File: src/hw/rtl/chlg_pkg.sv
// shared constants, types and control structs of the core hotplug load governor
package chlg_pkg;

    localparam int NUM_CORES  = 8;
    localparam int CORE_W     = 3;
    localparam int CNT_W      = CORE_W + 1;
    localparam int MASK_W     = 8;
    localparam int LOAD_W     = 7;
    localparam int TIME_W     = 32;
    localparam int PROD_W     = TIME_W + LOAD_W;
    localparam int LOAD_SCALE = 100;
    localparam int MIN_UP_MS  = 750;
    localparam int DEF_THRESH = 65;
    localparam int DIV_STEPS  = LOAD_W;
    localparam int STEP_W     = 3;

    localparam int IN_DATA_W  = 104;
    localparam int OUT_DATA_W = 16;

    localparam int CFG_IDX_W  = 1;
    localparam int CFG_DATA_W = 7;
    localparam int MODE_W     = 2;

    localparam logic [MASK_W-1:0] FULL_MASK = MASK_W'((1 << NUM_CORES) - 1);

    localparam logic [CFG_IDX_W-1:0] CFG_THRESHOLD  = 1'b0;
    localparam logic [CFG_IDX_W-1:0] CFG_LIMIT_MODE = 1'b1;

    localparam logic [MODE_W-1:0] LIM_ALL     = 2'd0;
    localparam logic [MODE_W-1:0] LIM_HALF    = 2'd1;
    localparam logic [MODE_W-1:0] LIM_QUARTER = 2'd2;

    typedef enum logic [2:0] {
        ST_IDLE,
        ST_MUL,
        ST_DIV,
        ST_UPD,
        ST_WALK,
        ST_SUM
    } t_state;

    typedef enum logic [1:0] {
        ACT_SUMMARY = 2'd0,
        ACT_UP      = 2'd1,
        ACT_DOWN    = 2'd2
    } t_action;

    typedef struct packed {
        logic load_in;
        logic mul;
        logic div_step;
        logic update;
        logic walk_step;
        logic commit;
        logic summary;
    } t_cmd;

    typedef struct packed {
        logic    last;
        logic    walk_done;
        t_action act;
        logic    out_free;
    } t_status;

endpackage

File: src/hw/rtl/chlg_ctrl.sv
// controller state machine: sequences multiply, divide, load update, decision walk and summary
module chlg_ctrl
    import chlg_pkg::*;
(
    input  logic    i_clk,
    input  logic    i_rst_n,
    input  logic    i_in_valid,
    output logic    o_in_ready,
    input  t_status i_status,
    output t_cmd    o_cmd
);

    t_state              r_state, n_state;
    logic [STEP_W-1:0]   r_step, n_step;

    always_ff @(posedge i_clk) begin
        if (!i_rst_n) begin
            r_state <= ST_IDLE;
            r_step  <= '0;
        end else begin
            r_state <= n_state;
            r_step  <= n_step;
        end
    end

    always_comb begin
        n_state    = r_state;
        n_step     = r_step;
        o_cmd      = '0;
        o_in_ready = 1'b0;
        case (r_state)
            ST_IDLE: begin
                o_in_ready = 1'b1;
                if (i_in_valid) begin
                    o_cmd.load_in = 1'b1;
                    n_state       = ST_MUL;
                end
            end
            ST_MUL: begin
                o_cmd.mul = 1'b1;
                n_step    = STEP_W'(DIV_STEPS - 1);
                n_state   = ST_DIV;
            end
            ST_DIV: begin
                o_cmd.div_step = 1'b1;
                if (r_step == '0) begin
                    n_state = ST_UPD;
                end else begin
                    n_step = r_step - 1'b1;
                end
            end
            ST_UPD: begin
                o_cmd.update = 1'b1;
                n_state      = i_status.last ? ST_WALK : ST_IDLE;
            end
            ST_WALK: begin
                if (i_status.walk_done) begin
                    n_state = ST_SUM;
                end else if (i_status.act == ACT_SUMMARY) begin
                    o_cmd.walk_step = 1'b1;
                end else if (i_status.out_free) begin
                    // a change of the mask goes out as one item
                    o_cmd.walk_step = 1'b1;
                    o_cmd.commit    = 1'b1;
                end
            end
            ST_SUM: begin
                if (i_status.out_free) begin
                    o_cmd.summary = 1'b1;
                    n_state       = ST_IDLE;
                end
            end
            default: begin
                n_state = ST_IDLE;
            end
        endcase
    end

endmodule

File: src/hw/rtl/chlg_dp.sv
// datapath: config registers, load divider, per-core load and up-time state, output register
module chlg_dp
    import chlg_pkg::*;
(
    input  logic                  i_clk,
    input  logic                  i_rst_n,
    input  logic                  i_cfg_we,
    input  logic [CFG_IDX_W-1:0]  i_cfg_idx,
    input  logic [CFG_DATA_W-1:0] i_cfg_data,
    input  logic [CORE_W-1:0]     i_core,
    input  logic [TIME_W-1:0]     i_wall,
    input  logic [TIME_W-1:0]     i_idle,
    input  logic [TIME_W-1:0]     i_time,
    input  logic                  i_last,
    input  t_cmd                  i_cmd,
    output t_status               o_status,
    input  logic                  i_out_ready,
    output logic                  o_out_valid,
    output logic [CORE_W-1:0]     o_out_core,
    output logic [1:0]            o_out_act,
    output logic [MASK_W-1:0]     o_out_mask,
    output logic                  o_out_last
);

    logic [LOAD_W-1:0]  r_thresh;
    logic [MODE_W-1:0]  r_mode;

    logic [CORE_W-1:0]  r_core;
    logic [TIME_W-1:0]  r_wall;
    logic [TIME_W-1:0]  r_idle;
    logic [TIME_W-1:0]  r_time;
    logic               r_last;

    logic [PROD_W-1:0]  r_rem;
    logic [PROD_W-1:0]  r_dsr;
    logic [LOAD_W-1:0]  r_quo;
    logic               r_zero;

    logic [MASK_W-1:0]  r_mask;
    logic [LOAD_W-1:0]  r_prev [NUM_CORES];
    logic [LOAD_W-1:0]  r_cur  [NUM_CORES];
    logic [TIME_W-1:0]  r_up   [NUM_CORES];

    logic [CNT_W-1:0]   r_walk;

    logic               r_out_valid;
    logic [CORE_W-1:0]  r_out_core;
    logic [1:0]         r_out_act;
    logic [MASK_W-1:0]  r_out_mask;
    logic               r_out_last;

    logic [PROD_W-1:0]  w_prod;
    logic               w_core_ok;
    logic [LOAD_W-1:0]  w_ld;
    logic [LOAD_W:0]    w_sum;
    logic [CNT_W-1:0]   w_limit;
    logic [CNT_W-1:0]   w_next;
    logic [CORE_W-1:0]  w_i;
    logic [CORE_W-1:0]  w_n;
    logic               w_on_i;
    logic               w_on_n;
    logic [LOAD_W-1:0]  w_cur_i;
    logic [TIME_W-1:0]  w_diff;
    logic               w_aged;
    t_action            w_act;
    logic               w_out_free;

    // configuration
    always_ff @(posedge i_clk) begin
        if (!i_rst_n) begin
            r_thresh <= LOAD_W'(DEF_THRESH);
            r_mode   <= LIM_ALL;
        end else if (i_cfg_we) begin
            case (i_cfg_idx)
                CFG_THRESHOLD:  r_thresh <= i_cfg_data[LOAD_W-1:0];
                CFG_LIMIT_MODE: r_mode   <= i_cfg_data[MODE_W-1:0];
                default:        ;
            endcase
        end
    end

    // captured item
    always_ff @(posedge i_clk) begin
        if (i_cmd.load_in) begin
            r_core <= i_core;
            r_wall <= i_wall;
            r_idle <= i_idle;
            r_time <= i_time;
            r_last <= i_last;
        end
    end

    // load = 100*(wall-idle)/wall, restoring division, one quotient bit per cycle
    assign w_prod = PROD_W'(r_wall - r_idle) * PROD_W'(LOAD_SCALE);

    always_ff @(posedge i_clk) begin
        if (i_cmd.mul) begin
            r_rem  <= w_prod;
            r_dsr  <= PROD_W'(r_wall) << (DIV_STEPS - 1);
            r_quo  <= '0;
            r_zero <= !r_mask[r_core] || (r_wall == '0) || (r_idle > r_wall);
        end else if (i_cmd.div_step) begin
            if (r_rem >= r_dsr) begin
                r_rem <= r_rem - r_dsr;
                r_quo <= {r_quo[LOAD_W-2:0], 1'b1};
            end else begin
                r_quo <= {r_quo[LOAD_W-2:0], 1'b0};
            end
            r_dsr <= r_dsr >> 1;
        end
    end

    assign w_core_ok = CNT_W'(r_core) < CNT_W'(NUM_CORES);
    assign w_ld      = r_zero ? '0 : r_quo;
    assign w_sum     = {1'b0, w_ld} + {1'b0, r_prev[r_core]};

    // decision walk
    always_comb begin
        case (r_mode)
            LIM_HALF:    w_limit = CNT_W'(NUM_CORES / 2);
            LIM_QUARTER: w_limit = CNT_W'(NUM_CORES / 4);
            default:     w_limit = CNT_W'(NUM_CORES);
        endcase
    end

    assign w_next  = r_walk + 1'b1;
    assign w_i     = r_walk[CORE_W-1:0];
    assign w_n     = w_next[CORE_W-1:0];
    assign w_on_i  = r_mask[w_i];
    assign w_on_n  = r_mask[w_n];
    assign w_cur_i = r_cur[w_i];
    assign w_diff  = r_time - r_up[w_n];
    assign w_aged  = !w_diff[TIME_W-1] && (w_diff > TIME_W'(MIN_UP_MS));

    always_comb begin
        w_act = ACT_SUMMARY;
        // the last core has no next core to act on
        if (w_next < CNT_W'(NUM_CORES) && w_on_i) begin
            if (w_cur_i > r_thresh && !w_on_n) begin
                w_act = ACT_UP;
            end else if (w_cur_i < r_thresh && w_on_n && w_aged) begin
                w_act = ACT_DOWN;
            end
        end
    end

    assign w_out_free = !r_out_valid || i_out_ready;

    // per-core state
    always_ff @(posedge i_clk) begin
        if (!i_rst_n) begin
            r_mask <= FULL_MASK;
            r_walk <= '0;
            for (int k = 0; k < NUM_CORES; k++) begin
                r_prev[k] <= '0;
                r_cur[k]  <= '0;
                r_up[k]   <= '0;
            end
        end else begin
            if (i_cmd.load_in) begin
                r_walk <= '0;
            end
            if (i_cmd.update && w_core_ok) begin
                r_cur[r_core]  <= w_sum[LOAD_W:1];
                r_prev[r_core] <= w_ld;
            end
            if (i_cmd.walk_step) begin
                r_walk <= w_next;
            end
            if (i_cmd.commit) begin
                if (w_act == ACT_UP) begin
                    r_mask[w_n] <= 1'b1;
                    r_up[w_n]   <= r_time;
                end else begin
                    r_mask[w_n] <= 1'b0;
                end
            end
        end
    end

    // output register
    always_ff @(posedge i_clk) begin
        if (!i_rst_n) begin
            r_out_valid <= 1'b0;
        end else if (i_cmd.commit || i_cmd.summary) begin
            r_out_valid <= 1'b1;
        end else if (i_out_ready) begin
            r_out_valid <= 1'b0;
        end
    end

    always_ff @(posedge i_clk) begin
        if (i_cmd.commit) begin
            r_out_core <= w_n;
            r_out_act  <= w_act;
            r_out_mask <= (w_act == ACT_UP) ? (r_mask | (MASK_W'(1) << w_n))
                                            : (r_mask & ~(MASK_W'(1) << w_n));
            r_out_last <= 1'b0;
        end else if (i_cmd.summary) begin
            r_out_core <= '0;
            r_out_act  <= ACT_SUMMARY;
            r_out_mask <= r_mask;
            r_out_last <= 1'b1;
        end
    end

    assign o_status.last      = r_last;
    assign o_status.walk_done = r_walk >= w_limit;
    assign o_status.act       = w_act;
    assign o_status.out_free  = w_out_free;

    assign o_out_valid = r_out_valid;
    assign o_out_core  = r_out_core;
    assign o_out_act   = r_out_act;
    assign o_out_mask  = r_out_mask;
    assign o_out_last  = r_out_last;

endmodule

File: src/hw/rtl/cpu_hotplug_load_governor.sv
// top level of the core hotplug load governor
//
// Input stream: one item per core sample (core index, wall and idle deltas,
// millisecond time); tlast marks the final sample of a tick. Each sample
// updates that core's averaged load. The final sample also starts the
// decision walk over the cores the limit allows: every core brought up or taken down
// gives one output item, and a summary item with tlast high closes the tick.
// Config: write i_cfg_we with i_cfg_idx 0 (load threshold) or 1 (limit mode).
// Flow: a sample is taken in the idle state, then passes the multiply, the
// divider steps (one quotient bit per cycle) and the state update before
// the next sample is taken. A tick-closing sample then walks the cores in
// order (the last core has no next core), then leaves it and sends the summary.
// The output sits in a register; a stalled receiver holds the walk in place
// until that register frees, and the next sample is taken while the summary
// still waits. Reset marks all cores online, clears loads and up-times, and
// loads threshold 65 and limit mode 0.
module cpu_hotplug_load_governor
    import chlg_pkg::*;
(
    input  logic                  i_clk,
    input  logic                  i_rst_n,
    input  logic                  i_cfg_we,
    input  logic [CFG_IDX_W-1:0]  i_cfg_idx,
    input  logic [CFG_DATA_W-1:0] i_cfg_data,
    input  logic                  s_axis_tvalid,
    output logic                  s_axis_tready,
    // core_index, wall_delta, idle_delta, time_ms, zero pad
    input  logic [IN_DATA_W-1:0]  s_axis_tdata,
    input  logic                  s_axis_tlast,
    output logic                  m_axis_tvalid,
    input  logic                  m_axis_tready,
    // target_core, action, online_mask, zero pad
    output logic [OUT_DATA_W-1:0] m_axis_tdata,
    output logic                  m_axis_tlast
);

    t_cmd               w_cmd;
    t_status            w_status;
    logic [CORE_W-1:0]  w_out_core;
    logic [1:0]         w_out_act;
    logic [MASK_W-1:0]  w_out_mask;

    chlg_ctrl u_ctrl (
        .i_clk      (i_clk),
        .i_rst_n    (i_rst_n),
        .i_in_valid (s_axis_tvalid),
        .o_in_ready (s_axis_tready),
        .i_status   (w_status),
        .o_cmd      (w_cmd)
    );

    chlg_dp u_dp (
        .i_clk       (i_clk),
        .i_rst_n     (i_rst_n),
        .i_cfg_we    (i_cfg_we),
        .i_cfg_idx   (i_cfg_idx),
        .i_cfg_data  (i_cfg_data),
        .i_core      (s_axis_tdata[2:0]),
        .i_wall      (s_axis_tdata[34:3]),
        .i_idle      (s_axis_tdata[66:35]),
        .i_time      (s_axis_tdata[98:67]),
        .i_last      (s_axis_tlast),
        .i_cmd       (w_cmd),
        .o_status    (w_status),
        .i_out_ready (m_axis_tready),
        .o_out_valid (m_axis_tvalid),
        .o_out_core  (w_out_core),
        .o_out_act   (w_out_act),
        .o_out_mask  (w_out_mask),
        .o_out_last  (m_axis_tlast)
    );

    assign m_axis_tdata = {3'b000, w_out_mask, w_out_act, w_out_core};

endmodule

File: config.mk
export PLATFORM = sky130hd
export DESIGN_NAME = cpu_hotplug_load_governor
export DESIGN_NICKNAME = d
export VERILOG_FILES = /design/src/hw/rtl/chlg_pkg.sv /design/src/hw/rtl/chlg_ctrl.sv /design/src/hw/rtl/chlg_dp.sv /design/src/hw/rtl/cpu_hotplug_load_governor.sv
export SDC_FILE = /design/constraint.sdc
export NUM_CORES = 1
export LEC_CHECK = 0
export BUFFER_PORTS_ARGS = -buffer_cell sky130_fd_sc_hd__buf_2
export CAP_MARGIN = 0
export CORE_MARGIN = 8
export CORE_UTILIZATION = 30
export CTS_CLUSTER_SIZE = 28
export DETAILED_ROUTE_END_ITERATION = 10
export SYNTH_ARGS = -nofsm -noshare
export SYNTH_HDL_FRONTEND = slang
export SYNTH_SLANG_ARGS = --single-unit
File: constraint.sdc
create_clock -name i_clk -period 13.3 [get_ports i_clk]
set_input_delay 0.665 -clock i_clk [delete_from_list [all_inputs] [get_ports i_clk]]
set_output_delay 0.665 -clock i_clk [all_outputs]
set_load 0.01 [all_outputs]
==> results.txt <==
----------------------------------------------------
[Hold path]
  HP Class ... in -> reg

[Global route]
  Number of global-route vias before repair ... 23200
  Wire length of the first global-routing pass ... 132000 µm
  Number of antenna violations at the first check in global routing ... 7
  Total global routing overflow ... 0
  GR Util All Layers ... 13.2%
  Maximum number of pins on one net before global-route repair ... 64

[Route]
  Number of optimization iterations in the first detailed-route pass ... 5
  Vias per cell ... roughly 4.9
  Detail Route Antenna Nets ... 0
  Wire per inst ... 17.9 µm
  Residual DRC count ... 0
  Number of vias in the routed layout ... 23300
  Detailed router's first-iteration violation count ... between 1500 and 2000
  Final wirelength ... 85200 µm

[Place]
  Half-perimeter wire length after detailed placement ... 58900 µm
  Final weighted congestion of routability-driven global placement ... 0.853
  Worst slack, placed ... 5.89 ns
  Count of buffers inserted at the top-level ports ... 128

[Setup path]
  Sum of buffers and inverters on the critical path ... 4
  Critical path fanouts, max ... 22
  Endpoint type of the worst setup path ... register
  Cell breakdown of the critical path ... buf_4, inv_2, ha_1, nand2_1, nor2_2, buf_4, a22oi_1, and3_1, ha_1, nand4_1, o21ai_0, a2111oi_2, o221ai_1, a2111oi_0, o2111ai_1, nor4_4, nand4b_4, o211ai_4, inv_2, nor2_4, o21ai_1
  Arrival time at the worst endpoint ... 7.67 ns
  CP max stage delay ... around 0.86 ns
  Startpoint types ... register
  Worst Path Required ... 13.51 ns
  Cell family contributing the most delay on the critical path ... simple AND/OR/NAND/NOR gates
  Critical path type ... reg -> reg
  Worst-path cell with the longest stage delay ... nor2_2

[Yosys]
  Number of distinct library cell variants in the gate-level netlist after synthesis ... 96
  Area share of the largest cell type after synthesis ... 48.4%
  Register area share after synthesis ... 51.3%
  XOR/XNOR share of the synthesized area ... under 10%
  Adder-cell area share of the yosys netlist ... 10.3%
  Cell type with the highest aggregate area in the netlist ... edfxtp_1
  Number of enable flip-flop cells after synthesis ... approximately 550
  Synthesized cell area ... approximately 0.034 mm²
  Share of synthesized cell area in and, or, nand and nor gates ... 14.2%
  Proportion of synthesized flip-flops having asynchronous set or reset ... 0%
  Combinational family with the most area after synthesis ... simple AND/OR/NAND/NOR gates
  Portion of netlist area occupied by mux cells ... between 3 and 4%
  Yosys warnings ... 0
  Commonest register cell after synthesis ... edfxtp_1
  Number of standard cells after synthesis ... 3095
  Post-synthesis average cell area ... 11.1 µm²
  Register bit count reported by yosys ... 601
  Synth top area cells ... edfxtp_1, ha_1, and2_1
  Compound-cell area share of the yosys netlist ... a little over an eighth

[Floorplan]
  Number of placement rows ... between 100 and 150
  Floorplan die width ... 354 µm
  Floorplan Core Area ... about 0.11 mm²
  Die Area ... 0.125 mm²
  Vert. Die Dim ... 354 µm
  Number of top-level pins ... 137
  Effective utilization at floorplan ... 30.1%

[Clock tree]
  Post-CTS sizing ... 0
  Hold bufs inserted after CTS ... 0
  Buffers from clock root to sink, at most ... 3
  TritonCTS clock tree ... built
  H-tree level count ... 3
  Sink Count ... 601
  Worst-skew pair later-pin latency ... 0.62 ns
  Post-CTS setup buffer count ... 0
  Num CTS Buffers ... 71
  Clock edge transition at the registers on the reported setup and hold paths ... 0.06 ns
  Clock root cell ... clkbuf_16

[Layout]
  Most common cell after layout, fill and taps aside ... edfxtp_1
  Area growth from synthesis to layout ... 14.1%
  Fraction of layout cells with a size suffix above 1 ... between 10 and 15%
  Nets@finish ... 3570
  Commonest cells after routing, fill and taps aside ... edfxtp_1, inv_1, and2_1, ha_1, nand2_1

[Status]
  Run status ... completed

[Timing]
  Achievable clock frequency ... approximately 0.13 GHz
  Final Skew ... ~0.019 ns
  Setup TNS Final ... 0 ns
  Final count of negative-setup-slack endpoints ... 0
  RSZ-0062 raised after global routing ... no
  Transition time of the tightest slew-check pin ... 1.23 ns
  Final worst path period need ... 7.46 ns
  Slew Limit Headroom ... between 10% and 20%
  Final hold violation count ... 0
  Final critical-path setup slack ... 5.84 ns
  Pins Over Slew Limit ... 0
  Period utilization ... ~56%

[Pwr]
  Pwr/cell area ... 212 mW/mm²
  Largest voltage drop on the vdd net ... 146 µV
  Reported leakage power ... 0.0153 µW

[Flow run]
  Max cap viols ... 0

----------------------------------------------------
## metrics by stage
| step | instances | instance area [µm²] | total power, µW | hold slack, ns | utilization [%] |
|---|---|---|---|---|---|
| global route | 4764 | 39000 | 8920 | 0.179 | 34.3 |
| CTS | 4764 | 39000 | 8330 | 0.166 | 34.3 |
| detailed placement | 4632 | 36600 | 6270 | 0.450 | 32.2 |
| floorplan | 3097 | 34200 | 5420 | 0.436 | - |
| global placement | 4632 | 36600 | 6240 | 0.444 | 32.2 |
| finish | 4769 | 39000 | 8260 | 0.217 | 34.3 |
## cell type report
class | instances | area, µm²
fillers | 11300 | 74700
flip-flops and latches | 601 | 17500
multi-input cells | 2070 | 15100
clock buffers | 89 | 1990
well taps | 1512 | 1890
inverters | 283 | 1060
repair buffers | 166 | 926
clock inverters | 43 | 447
diodes | 5 | 12.5
## per-layer routing
metal / GRT usage (%) / wire length (µm) / part of all wire (%)
met1: 17.7 / 39100 / 46
met2: 21.9 / 40000 / 47
met3: 2.41 / 4330 / 5.1
met4: 3.30 / 1740 / 2.0
met5: 0 / 50 / 0.059
## cell families (layout without fill, tap and decap cells)
logic type,after synthesis,count (layout)
and+or+nand+nor,956,956
AOI/OAI and AO/OA,669,669
DFF,601,601
buffers and inverters,426,581
adders and majority gates,259,259
xor gates and xnor gates,115,115
muxes,68,68
other,1,8
## cells in the mapped netlist (20+ instances only)
cell type    n
edfxtp_1   551
inv_1      275
and2_1     239
nor2_1     225
ha_1       223
nand2_1    219
a21oi_1    161
o21ai_0    115
clkbuf_1   110
a21o_1      71
a22oi_1     66
xor2_1      57
xnor2_1     56
nand3_1     51
dfxtp_1     50
and3_1      44
nor3_1      40
fa_1        36
a221oi_1    34
nand2b_1    34
mux4_2      33
a22o_1      32
o22ai_1     32
nand4_1     22
nor4_1      22
o21a_1      21
nor2b_1     20
## worst paths after layout
path / startpoint / endpoint / slack (ns) / cells past startpoint
worst max-delay path: u_dp.r_walk[0] / u_dp.o_out_core[2] / 5.84 / 21
worst min-delay path: s_axis_tdata[27] / u_dp.r_wall[24] / 0.22 / 1
worst max register to register: u_dp.r_walk[0] / u_dp.o_out_core[2] / 5.84 / 21
worst min register to register: u_dp.r_quo[6] / u_dp.r_quo[6] / 0.46 / 2
## state kept, by name (all words and copies together), names as in the netlist, named ones only
signal / cells
u_ctrl.r_step: 3
u_ctrl.r_state: 3
u_dp.r_dsr: 38
u_dp.r_mode: 2
u_dp.o_out_last: 1
u_dp.r_rem: 39
u_dp.r_thresh: 7
u_dp.r_prev: 56
u_dp.r_zero: 1
u_dp.o_out_mask: 8
u_dp.o_out_core: 3
u_dp.r_wall: 32
u_dp.o_out_valid: 1
u_dp.r_time: 32
u_dp.o_out_act: 2
u_dp.r_up: 256
u_dp.r_last: 1
u_dp.r_quo: 7
u_dp.r_core: 3
u_dp.r_walk: 4
u_dp.r_cur: 56
u_dp.r_idle: 32
## report_power, final
| group | internal [µW] | leakage [µW] | switching (µW) | total, µW |
|---|---|---|---|---|
| sequential | 2290 | 0.00592 | 87.0 | 2380 |
| clock | 1210 | 0.00120 | 801 | 2010 |
| combinational | 1610 | 0.00816 | 2270 | 3880 |
Note: power is estimated with default switching activity, not from simulation.
